[src/design/lenu_pkg.sv]
// Shared types and constants for the line ending normalizer.
// No dependencies; imported by every module of the block.
package lenu_pkg;

   localparam logic [7:0]  CHAR_NUL  = 8'h00;
   localparam logic [7:0]  CHAR_LF   = 8'h0A;
   localparam logic [7:0]  CHAR_CR   = 8'h0D;
   localparam logic [7:0]  CHAR_BSL  = 8'h5C;
   localparam logic [31:0] COUNT_MAX = 32'hFFFF_FFFF;

   localparam logic CSR_ESCAPE_MODE        = 1'b0;
   localparam logic CSR_LONE_CR_IS_NEWLINE = 1'b1;

   typedef enum logic [1:0] {
      OP_EMIT,
      OP_ERR,
      OP_BUMP
   } op_kind_type;

   typedef struct packed {
      op_kind_type kind;
      logic [7:0]  data;
   } op_type;

   typedef struct packed {
      op_type first;
      op_type second;
      logic   has_second;
   } entry_type;

   typedef struct packed {
      logic escape_mode;
      logic lone_cr_is_newline;
   } cfg_type;

endpackage

[src/design/line_ending_normalizer_unit.sv]
// Line ending normalizer, top level: configuration registers, front end,
// entry queue and back end. Uses lenu_pkg, lenu_front, lenu_fifo, lenu_back.
//
// Takes one text byte per cycle while req_stall is low and returns normalized
// bytes tagged with line number and output offset. The front end classifies
// each beat in the cycle it is accepted; the back end issues one result per
// cycle while rsp_stall is low, so a beat that yields two results (a held CR
// or backslash resolved by an ordinary byte) holds the back end longer, and the
// QUEUE_DEPTH-entry queue absorbs that. Results pass the queue and the output
// register. After a NUL the block accepts and discards every beat until reset.
module line_ending_normalizer_unit import lenu_pkg::*; #(
   parameter int QUEUE_DEPTH = 4
) (
   input  logic        clock,
   input  logic        reset,
   input  logic        req_valid,
   output logic        req_stall,
   input  logic [7:0]  req_in_byte,
   input  logic        req_end_of_stream,
   output logic        rsp_valid,
   input  logic        rsp_stall,
   output logic [7:0]  rsp_out_byte,
   output logic [31:0] rsp_line_index,
   output logic [31:0] rsp_byte_offset,
   output logic        rsp_illegal_nul,
   output logic        rsp_last_of_run,
   input  logic        csr_valid,
   output logic        csr_ready,
   input  logic        csr_index,
   input  logic        csr_write_data
);

   cfg_type   cfg_ff, cfg_in;
   logic      push_valid, queue_full, head_valid, pop;
   entry_type push_entry, head_entry;

   assign csr_ready = 1'b1;

   always_comb begin
      cfg_in = cfg_ff;
      if (csr_valid) begin
         unique case (csr_index)
            CSR_ESCAPE_MODE:        cfg_in.escape_mode        = csr_write_data;
            CSR_LONE_CR_IS_NEWLINE: cfg_in.lone_cr_is_newline = csr_write_data;
            default:                cfg_in = cfg_ff;
         endcase
      end
   end

   always_ff @(posedge clock) begin
      if (reset) begin
         cfg_ff <= '0;
      end else begin
         cfg_ff <= cfg_in;
      end
   end

   lenu_front u_front (
      .clock             (clock),
      .reset             (reset),
      .cfg               (cfg_ff),
      .req_valid         (req_valid),
      .req_stall         (req_stall),
      .req_in_byte       (req_in_byte),
      .req_end_of_stream (req_end_of_stream),
      .queue_full        (queue_full),
      .push_valid        (push_valid),
      .push_entry        (push_entry)
   );

   lenu_fifo #(
      .DEPTH (QUEUE_DEPTH)
   ) u_fifo (
      .clock      (clock),
      .reset      (reset),
      .push       (push_valid),
      .push_entry (push_entry),
      .full       (queue_full),
      .pop        (pop),
      .head_valid (head_valid),
      .head_entry (head_entry)
   );

   lenu_back u_back (
      .clock           (clock),
      .reset           (reset),
      .head_valid      (head_valid),
      .head_entry      (head_entry),
      .pop             (pop),
      .rsp_valid       (rsp_valid),
      .rsp_stall       (rsp_stall),
      .rsp_out_byte    (rsp_out_byte),
      .rsp_line_index  (rsp_line_index),
      .rsp_byte_offset (rsp_byte_offset),
      .rsp_illegal_nul (rsp_illegal_nul),
      .rsp_last_of_run (rsp_last_of_run)
   );

endmodule

[src/design/lenu_front.sv]
// Front end: accepts raw bytes, tracks the held CR or backslash and the halt
// flag, and turns each beat into at most one queue entry of up to two ops. Uses lenu_pkg.
module lenu_front import lenu_pkg::*; (
   input  logic        clock,
   input  logic        reset,
   input  cfg_type     cfg,
   input  logic        req_valid,
   output logic        req_stall,
   input  logic [7:0]  req_in_byte,
   input  logic        req_end_of_stream,
   input  logic        queue_full,
   output logic        push_valid,
   output entry_type   push_entry
);

   typedef enum logic [1:0] {
      PEND_NONE,
      PEND_CR,
      PEND_BSL
   } pend_type;

   pend_type   pending_ff, pending_in;
   logic       halted_ff, halted_in;
   logic       accept;
   logic [7:0] lone_cr_byte;
   op_type     pre_op, fresh_op;
   logic       pre_valid, use_fresh, fresh_has, fresh_halt;
   pend_type   fresh_pend;

   assign req_stall    = queue_full;
   assign accept       = req_valid && !queue_full;
   assign lone_cr_byte = cfg.lone_cr_is_newline ? CHAR_LF : CHAR_CR;

   always_comb begin
      fresh_op   = '{kind: OP_EMIT, data: req_in_byte};
      fresh_has  = 1'b0;
      fresh_pend = PEND_NONE;
      fresh_halt = 1'b0;
      priority if (req_in_byte == CHAR_CR) begin
         fresh_pend = PEND_CR;
      end else if (req_in_byte == CHAR_BSL && cfg.escape_mode) begin
         fresh_pend = PEND_BSL;
      end else if (req_in_byte == CHAR_NUL) begin
         fresh_op   = '{kind: OP_ERR, data: CHAR_NUL};
         fresh_has  = 1'b1;
         fresh_halt = 1'b1;
      end else begin
         fresh_has = 1'b1;
      end
   end

   always_comb begin
      pre_op    = '{kind: OP_EMIT, data: lone_cr_byte};
      pre_valid = 1'b0;
      use_fresh = 1'b0;
      unique case (pending_ff)
         PEND_CR: begin
            pre_valid = 1'b1;
            if (!req_end_of_stream) begin
               if (req_in_byte == CHAR_LF) begin
                  pre_op = '{kind: OP_EMIT, data: CHAR_LF};
               end else begin
                  use_fresh = 1'b1;
               end
            end
         end
         PEND_BSL: begin
            pre_valid = 1'b1;
            pre_op    = '{kind: OP_EMIT, data: CHAR_BSL};
            if (!req_end_of_stream) begin
               if (req_in_byte == CHAR_LF) begin
                  pre_op = '{kind: OP_BUMP, data: CHAR_LF};
               end else begin
                  use_fresh = 1'b1;
               end
            end
         end
         default: begin
            use_fresh = !req_end_of_stream;
         end
      endcase
   end

   always_comb begin
      pending_in = use_fresh ? fresh_pend : PEND_NONE;
      halted_in  = halted_ff || (use_fresh && fresh_halt);
      if (pre_valid) begin
         push_entry.first      = pre_op;
         push_entry.second     = fresh_op;
         push_entry.has_second = use_fresh && fresh_has;
      end else begin
         push_entry.first      = fresh_op;
         push_entry.second     = fresh_op;
         push_entry.has_second = 1'b0;
      end
      push_valid = accept && !halted_ff && (pre_valid || (use_fresh && fresh_has));
   end

   always_ff @(posedge clock) begin
      if (reset) begin
         pending_ff <= PEND_NONE;
         halted_ff  <= 1'b0;
      end else if (accept && !halted_ff) begin
         pending_ff <= pending_in;
         halted_ff  <= halted_in;
      end
   end

endmodule

[src/design/lenu_fifo.sv]
// Short queue of classified entries between front and back end.
// Uses lenu_pkg for the entry type.
module lenu_fifo import lenu_pkg::*; #(
   parameter int DEPTH = 4
) (
   input  logic      clock,
   input  logic      reset,
   input  logic      push,
   input  entry_type push_entry,
   output logic      full,
   input  logic      pop,
   output logic      head_valid,
   output entry_type head_entry
);

   localparam int PtrWidth = (DEPTH > 1) ? $clog2(DEPTH) : 1;
   localparam int CntWidth = $clog2(DEPTH + 1);

   entry_type              mem_ff [DEPTH];
   logic [PtrWidth-1:0]    wr_ptr_ff, wr_ptr_in, rd_ptr_ff, rd_ptr_in;
   logic [CntWidth-1:0]    count_ff, count_in;
   logic                   do_push, do_pop;

   assign full       = (count_ff == CntWidth'(DEPTH));
   assign head_valid = (count_ff != '0);
   assign head_entry = mem_ff[rd_ptr_ff];
   assign do_push    = push && !full;
   assign do_pop     = pop && head_valid;

   always_comb begin
      wr_ptr_in = wr_ptr_ff;
      rd_ptr_in = rd_ptr_ff;
      count_in  = count_ff;
      if (do_push) begin
         wr_ptr_in = (wr_ptr_ff == PtrWidth'(DEPTH - 1)) ? '0 : wr_ptr_ff + 1'b1;
      end
      if (do_pop) begin
         rd_ptr_in = (rd_ptr_ff == PtrWidth'(DEPTH - 1)) ? '0 : rd_ptr_ff + 1'b1;
      end
      if (do_push && !do_pop) begin
         count_in = count_ff + 1'b1;
      end else if (do_pop && !do_push) begin
         count_in = count_ff - 1'b1;
      end
   end

   always_ff @(posedge clock) begin
      if (reset) begin
         wr_ptr_ff <= '0;
         rd_ptr_ff <= '0;
         count_ff  <= '0;
      end else begin
         wr_ptr_ff <= wr_ptr_in;
         rd_ptr_ff <= rd_ptr_in;
         count_ff  <= count_in;
      end
   end

   always_ff @(posedge clock) begin
      if (do_push) begin
         mem_ff[wr_ptr_ff] <= push_entry;
      end
   end

endmodule

[src/design/lenu_back.sv]
// Back end: walks the ops of each queue entry, keeps the saturating line and
// byte counters, and drives the registered result beat. Uses lenu_pkg.
module lenu_back import lenu_pkg::*; (
   input  logic        clock,
   input  logic        reset,
   input  logic        head_valid,
   input  entry_type   head_entry,
   output logic        pop,
   output logic        rsp_valid,
   input  logic        rsp_stall,
   output logic [7:0]  rsp_out_byte,
   output logic [31:0] rsp_line_index,
   output logic [31:0] rsp_byte_offset,
   output logic        rsp_illegal_nul,
   output logic        rsp_last_of_run
);

   logic        idx_ff, idx_in;
   logic [31:0] line_ff, line_in, emitted_ff, emitted_in;
   logic        valid_ff, valid_in;
   logic [7:0]  byte_ff, byte_in;
   logic [31:0] line_out_ff, line_out_in, offset_ff, offset_in;
   logic        nul_ff, nul_in, last_ff, last_in;
   op_type      cur_op;
   logic        is_last, out_free, fire;

   assign cur_op   = idx_ff ? head_entry.second : head_entry.first;
   assign is_last  = idx_ff || !head_entry.has_second;
   assign out_free = !valid_ff || !rsp_stall;
   assign fire     = head_valid && (cur_op.kind == OP_BUMP || out_free);
   assign pop      = fire && is_last;

   always_comb begin
      idx_in      = idx_ff;
      line_in     = line_ff;
      emitted_in  = emitted_ff;
      valid_in    = valid_ff && rsp_stall;
      byte_in     = byte_ff;
      line_out_in = line_out_ff;
      offset_in   = offset_ff;
      nul_in      = nul_ff;
      last_in     = last_ff;
      if (fire) begin
         idx_in = !is_last;
         unique case (cur_op.kind)
            OP_BUMP: begin
               if (line_ff != COUNT_MAX) line_in = line_ff + 32'd1;
            end
            OP_ERR: begin
               valid_in    = 1'b1;
               byte_in     = CHAR_NUL;
               line_out_in = line_ff;
               offset_in   = emitted_ff;
               nul_in      = 1'b1;
               last_in     = is_last;
            end
            default: begin
               valid_in    = 1'b1;
               byte_in     = cur_op.data;
               line_out_in = line_ff;
               offset_in   = emitted_ff;
               nul_in      = 1'b0;
               last_in     = is_last;
               if (emitted_ff != COUNT_MAX) emitted_in = emitted_ff + 32'd1;
               if (cur_op.data == CHAR_LF && line_ff != COUNT_MAX) begin
                  line_in = line_ff + 32'd1;
               end
            end
         endcase
      end
   end

   always_ff @(posedge clock) begin
      if (reset) begin
         idx_ff     <= 1'b0;
         line_ff    <= 32'd1;
         emitted_ff <= '0;
         valid_ff   <= 1'b0;
      end else begin
         idx_ff     <= idx_in;
         line_ff    <= line_in;
         emitted_ff <= emitted_in;
         valid_ff   <= valid_in;
      end
   end

   always_ff @(posedge clock) begin
      byte_ff     <= byte_in;
      line_out_ff <= line_out_in;
      offset_ff   <= offset_in;
      nul_ff      <= nul_in;
      last_ff     <= last_in;
   end

   assign rsp_valid       = valid_ff;
   assign rsp_out_byte    = byte_ff;
   assign rsp_line_index  = line_out_ff;
   assign rsp_byte_offset = offset_ff;
   assign rsp_illegal_nul = nul_ff;
   assign rsp_last_of_run = last_ff;

endmodule
[config.mk]
export PLATFORM = sky130hd
export DESIGN_NAME = line_ending_normalizer_unit
export DESIGN_NICKNAME = d
export VERILOG_FILES = /design/src/design/lenu_pkg.sv /design/src/design/line_ending_normalizer_unit.sv /design/src/design/lenu_front.sv /design/src/design/lenu_fifo.sv /design/src/design/lenu_back.sv
export SDC_FILE = /design/constraint.sdc
export NUM_CORES = 1
export LEC_CHECK = 0
export ABC_AREA = 1
export BUFFER_PORTS_ARGS = -buffer_cell sky130_fd_sc_hd__buf_4
export CAP_MARGIN = 20
export CORE_ASPECT_RATIO = 0.75
export CORE_UTILIZATION = 60
export DETAILED_ROUTE_END_ITERATION = 8
export PLACE_DENSITY = 0.89
export RECOVER_POWER = 50
export SLEW_MARGIN = 5
export SYNTH_ARGS = -nofsm -noshare
export SYNTH_HDL_FRONTEND = slang
export SYNTH_SLANG_ARGS = --single-unit
[constraint.sdc]
create_clock -name clock -period 5.85 [get_ports clock]
set_input_delay 0.2925 -clock clock [delete_from_list [all_inputs] [get_ports clock]]
set_output_delay 0.2925 -clock clock [all_outputs]
set_load 0.02 [all_outputs]
* Word-level counts from Yosys, hierarchy flattened
Memories as Yosys holds them, arrays and structs flattened. A register that Yosys moved wholly into a read port is not among the register bits.
Cells that the tools add are included.
** Word-level totals
- Bits in registers :: 152
- Memory bits (writable) :: 84
- Input port bits :: 16
- Output and inout bits :: 77
- Logic and storage cells :: 118
- Memories :: 1
** Memories
- u_fifo.mem_ff :: depth 4, bits a word 21, rd ports 1, clocked after Yosys merged registers in 1, wr ports 1, line lenu_fifo.sv:19 : entry_type mem_ff [DEPTH];
** Cells by class
- $add $sub $neg :: 6
- Equal/unequal tests :: 14
- Muxes and demuxes :: 38
- Bitwise gates (word level) :: 4
- Reduce and logical (&&, ||, !) cells :: 39
** Operators by type and width (count)
- adder 32 x 1 -> 32 bit (second input constant) :: 2
- two-way mux 32 bit :: 2
- inequality test 32 bit (second input constant) :: 2
- one-hot mux 32 bit (2 select lines) :: 1
- two-way mux 10 bit :: 6
- == test 8 x 4 -> 1 bit (second input constant) :: 3
- two-way mux 21 bit :: 1
- one-hot mux 10 bit (2 select lines) :: 1
- one-hot mux 8 bit (2 select lines) :: 1
- logical AND 1 bit :: 14
- two-way mux 2 bit :: 7
- two-way mux 1 bit :: 13
- zero test 1 bit :: 9
- two-way mux 3 bit :: 3
- two-way mux 9 bit :: 1
- == test 2 bit (second input constant) :: 4
- == test 8 x 7 -> 1 bit (second input constant) :: 1
- zero test 8 bit :: 1
- two-way mux 8 bit :: 1
- AND reduction 2 bit :: 3
- logical OR 1 bit :: 5
- adder 2 x 1 -> 2 bit (second input constant) :: 2
- == test 2 x 1 -> 1 bit (second input constant) :: 2
- inverter 1 bit :: 4
- 10 further kinds :: 12

* Longest topological paths before layout
- Depth in word-level cells :: 12
- Gate-level depth with buffers :: 19
- Depth with buffers taken out :: 17

* Modules after synthesis
From an unflattened synthesis, not the netlist that was laid out.
** Second synthesis, totals
- Cells, all modules :: 1215
- Area, all modules :: 11035.6 um^2
** By module, submodules not included
- lenu_back :: instances 1, cells each 838, area each 6785.3 um^2, sequential area each 3543.4 um^2
- lenu_fifo :: instances 1, cells each 274, area each 3666.0 um^2, sequential area each 2702.6 um^2
- lenu_front :: instances 1, cells each 88, area each 486.7 um^2, sequential area each 60.1 um^2
- line_ending_normalizer_unit :: instances 1, cells each 15, area each 97.6 um^2, sequential area each 40.0 um^2

* Worst setup path after synthesis
OpenSTA, ideal clock, no wires.
- Kind :: reg2reg
- Start point :: register with a tool-made name
- End point :: register u_back.offset_ff[0], in the netlist u_back.rsp_byte_offset[0] (enable)
- Arrival :: 4526 ps
- Data required time :: 5342 ps
- Slack :: 815 ps
- Cell stages (with the launch flop) :: 11
- Path buffers :: 2
- Period minus slack after synthesis :: 5035 ps
- Cells stage by stage :: dfxtp_1 buf_4 buf_2 o21ai_0 o22ai_1 nand2_1 o21ai_0 inv_1 ha_1 o21ai_0 nor2_1
** RTL lines
- end signal, assigned :: line lenu_back.sv:90 : offset_ff <= offset_in;
- end, declared :: line lenu_back.sv:22 : logic [31:0] line_out_ff, line_out_in, offset_ff, offset_in;

==> results_dict.tcl <==
set metrics [dict create \
    grt_max_degree 63 \
    die_h_um 117 \
    outcome "complete, but fails checks" \
    grt_pass1_vias 7705 \
    ys_seq_area_share_pct 58.4 \
    hold_path_class "input port to register" \
    grt_pass1_wl_um 39200 \
    ys_seq_elements 234 \
    place_area_um2 11400 \
    io_buffers 91 \
    final_common_cell "nand2_1" \
    antenna_found_initial 0 \
    critPathMaxStageDelay_ps 720 \
    path_depth 16 \
    drt-total-wl_um 24700 \
    first_iter_violations 1147 \
    regToRegSetupSlack_ps 1330 \
    synth_area_um2 10700 \
    dr.pass1.iters 5 \
    setup_viol 0 \
    fin_crit_sh_pct 77.3 \
    synth_edf_count 154 \
    core_area_um2 17100 \
    htree_num_levels 1 \
    cts_buffer_depth 3 \
    cap_violations 1 \
    finalHoldViolations 0 \
    fin_nets 1262 \
    tns_ps 0 \
    path_class "register to register" \
    tightest_slew_ps 2980 \
    ctsResizeCount 0 \
    antenna_left 0 \
    wire_per_inst_um 16.7 \
    worst-endpoint-arrival_ps 4960 \
    fin_crit_ps 4520 \
    start_util_pct 62.4 \
    synthesis.nets 1187 \
    preCtsSetupSlack_ps 1610 \
    async_flop_share_pct 0 \
    critPathTopFamily "compound AO/OA/AOI/OAI gates" \
    end_kind "register" \
    clock-root-buffer "clkbuf_16" \
    vdd_drop_max_mv 0.314 \
    start_kind "register" \
    reg2regPathDepth 16 \
    place_inst 1444 \
    finalWorstSetupSlack_ps 1330 \
    max-slew-margin-rel_pct -98.9 \
    crit_required_ps 6280 \
    powerDensity_nw_per_um2 454 \
    max_freq_mhz 221 \
    crit_path_end "u_fifo.count_ff[2]$_SDFFE_PP0P_" \
    synth_cell_types 37 \
    crit_top_cell "o21ai_0" \
    fp.dieW_um 156 \
    area_growth_pct 10.8 \
    syn_area_per_cell_um2 9.21 \
    antenna_cells 0 \
    dp_hpwl_um 16100 \
    io_pins 93 \
    maxSlewViolCount 63 \
    cp_max_fo 21 \
    worst_path_max_delay_cell "o21ai_0" \
    cts_hold_buf 0 \
    tritoncts "done" \
    viasPerCell 5.58 \
    postLayoutCellArea_um2 11800 \
    cp_num_buf_inv 4 \
    power.leakage_uw 0.00446 \
    final_cell_mix "310 x nand2_1, 154 x edfxtp_1, 119 x inv_1" \
    clkTransAtPathRegs_ps 60 \
    drive_gt1_share_pct 5.93 \
    cts-buffers-inserted 23 \
    fin_skew_ps 12.1 \
    dominantRegCellSynth "edfxtp_1" \
    postCtsSetupRepairBufs 0 \
    rows 41 \
    clock_latency_ps 510 \
    power.total_uw 5360 \
    r2r-end "u_fifo.count_ff[2]$_SDFFE_PP0P_" \
    fp.dieArea_um2 18300 \
    worstPathCellList "inv_1, o21ai_0, o22ai_1, nand2_1, o21ai_0, inv_1, ha_1, o21ai_0, inv_1, nand2_1, ha_1, inv_1, fa_1, o21ai_0, o21ai_0, a21oi_1" \
    drc 0 \
    globalplace.congestion 0.911 \
    vias 8285 \
    finalNonFillerCells 1484 \
    violations "max-capacitance violations, max-slew violations" \
    yosys_warnings 0 \
    cts.sinks 234 \
    grt.overflow.total 0 \
    synth_cells 1158 \
    grt_usage_pct 27.0 \
    grt_setup_unrepaired "no" \
]
[how the worst min path moves through the flow]
stage,from,to,depth (start not counted)
finish,csr_index,cfg_ff[1]$_SDFFE_PP0P_,4
CTS,req_in_byte[3],u_fifo.mem_ff[3][4]$_DFFE_PP_,1
detailed placement,u_front.halted_ff$_SDFFE_PP0N_,u_front.halted_ff$_SDFFE_PP0N_,2
global placement,u_front.halted_ff$_SDFFE_PP0N_,u_front.halted_ff$_SDFFE_PP0N_,2
floorplan,u_back.line_ff[23]$_SDFFE_PP0P_,u_back.rsp_line_index[23]$_DFFE_PP_,0
global route,csr_write_data,cfg_ff[1]$_SDFFE_PP0P_,3
[worst register-to-register path: cells and delay by family (launching register included)]
family,cells,cell delay (ps)
AO/OA/AOI/OAI,7,1920
buffers and inverters,4,920
adder cells (fa/ha/maj),3,830
flip-flops,1,560
AND/OR/NAND/NOR,2,220
[cell families (layout without fill, tap and decap cells)]
| family | Yosys count | in the layout | share of synthesized area [%] |
|---|---|---|---|
| AND/OR/NAND/NOR | 584 | 584 | 23.7 |
| flip-flops | 234 | 234 | 58.4 |
| XOR/XNOR | 47 | 47 | 3.86 |
| other | 1 | 1 | 0.0352 |
| buffers and inverters | 174 | 264 | 7.40 |
| AO/OA/AOI/OAI | 105 | 105 | 5.06 |
| adder cells (fa/ha/maj) | 13 | 13 | 1.60 |
[through the flow]
step / utilization [%] / hold WS [ps]
2_1_floorplan: - / 406
3_3_place_gp: 66.8 / 441
3_5_place_dp: 66.8 / 447
4_1_cts: 71.1 / 10.7
5_1_grt: 69.2 / 75.9
6_report: 69.2 / 65.9
[registers in the layout, summed over array words and instances, names as in the netlist, named ones only]
register,flops
u_fifo.mem_ff,80
u_back.emitted_ff,32
u_back.line_ff,32
u_back.rsp_byte_offset,32
u_back.rsp_line_index,32
u_back.rsp_out_byte,8
u_fifo.count_ff,3
cfg_ff,2
u_fifo.rd_ptr_ff,2
u_fifo.wr_ptr_ff,2
u_front.pending_ff,2
u_back.idx_ff,1
u_back.rsp_illegal_nul,1
u_back.rsp_last_of_run,1
u_back.rsp_valid,1
u_front.halted_ff,1
[per-layer routing]
metal	global-route usage (%)	share of wire [%]
met5	0	0
met2	42.8	46
met4	8.64	2.3
met3	4.42	8.7
met1	38.2	43
[where the power goes]
| group | internal (uW) | switching, uW |
|---|---|---|
| clock | 833 | 612 |
| sequential | 2200 | 158 |
| combinational | 328 | 1230 |
[Yosys cell counts, types with 2 or more instances]
library cell	number	share of area, %
ha_1	12	1.4
inv_1	119	4.2
nor2_1	104	3.7
xnor2_1	17	1.4
o21ai_0	31	1.5
nand3_1	90	4.2
nand2_4	3	0.32
edfxtp_1	154	43
nand4_1	19	1.1
buf_4	6	0.42
nor4_1	4	0.23
buf_2	9	0.42
nor3_4	2	0.30
inv_2	4	0.14
nor3_1	28	1.3
xor2_1	30	2.5
dfxtp_1	80	15
clkbuf_1	19	0.67
nor3b_1	5	0.35
nand2_1	310	11
inv_4	2	0.12
nand3b_1	6	0.42
a21oi_1	68	3.2
o22ai_1	3	0.18
nor2_2	4	0.23
nand2_2	6	0.35
buf_6	13	1.4
[area by class of cell]
type	count	area, um^2
flip-flops and latches	234	6230
fillers	1283	5260
multi-input cells	750	3660
clock buffers	26	607
inverters	126	478
repair buffers	98	425
well taps	236	295
clock inverters	14	128
(Power assumes the default switching activity.)
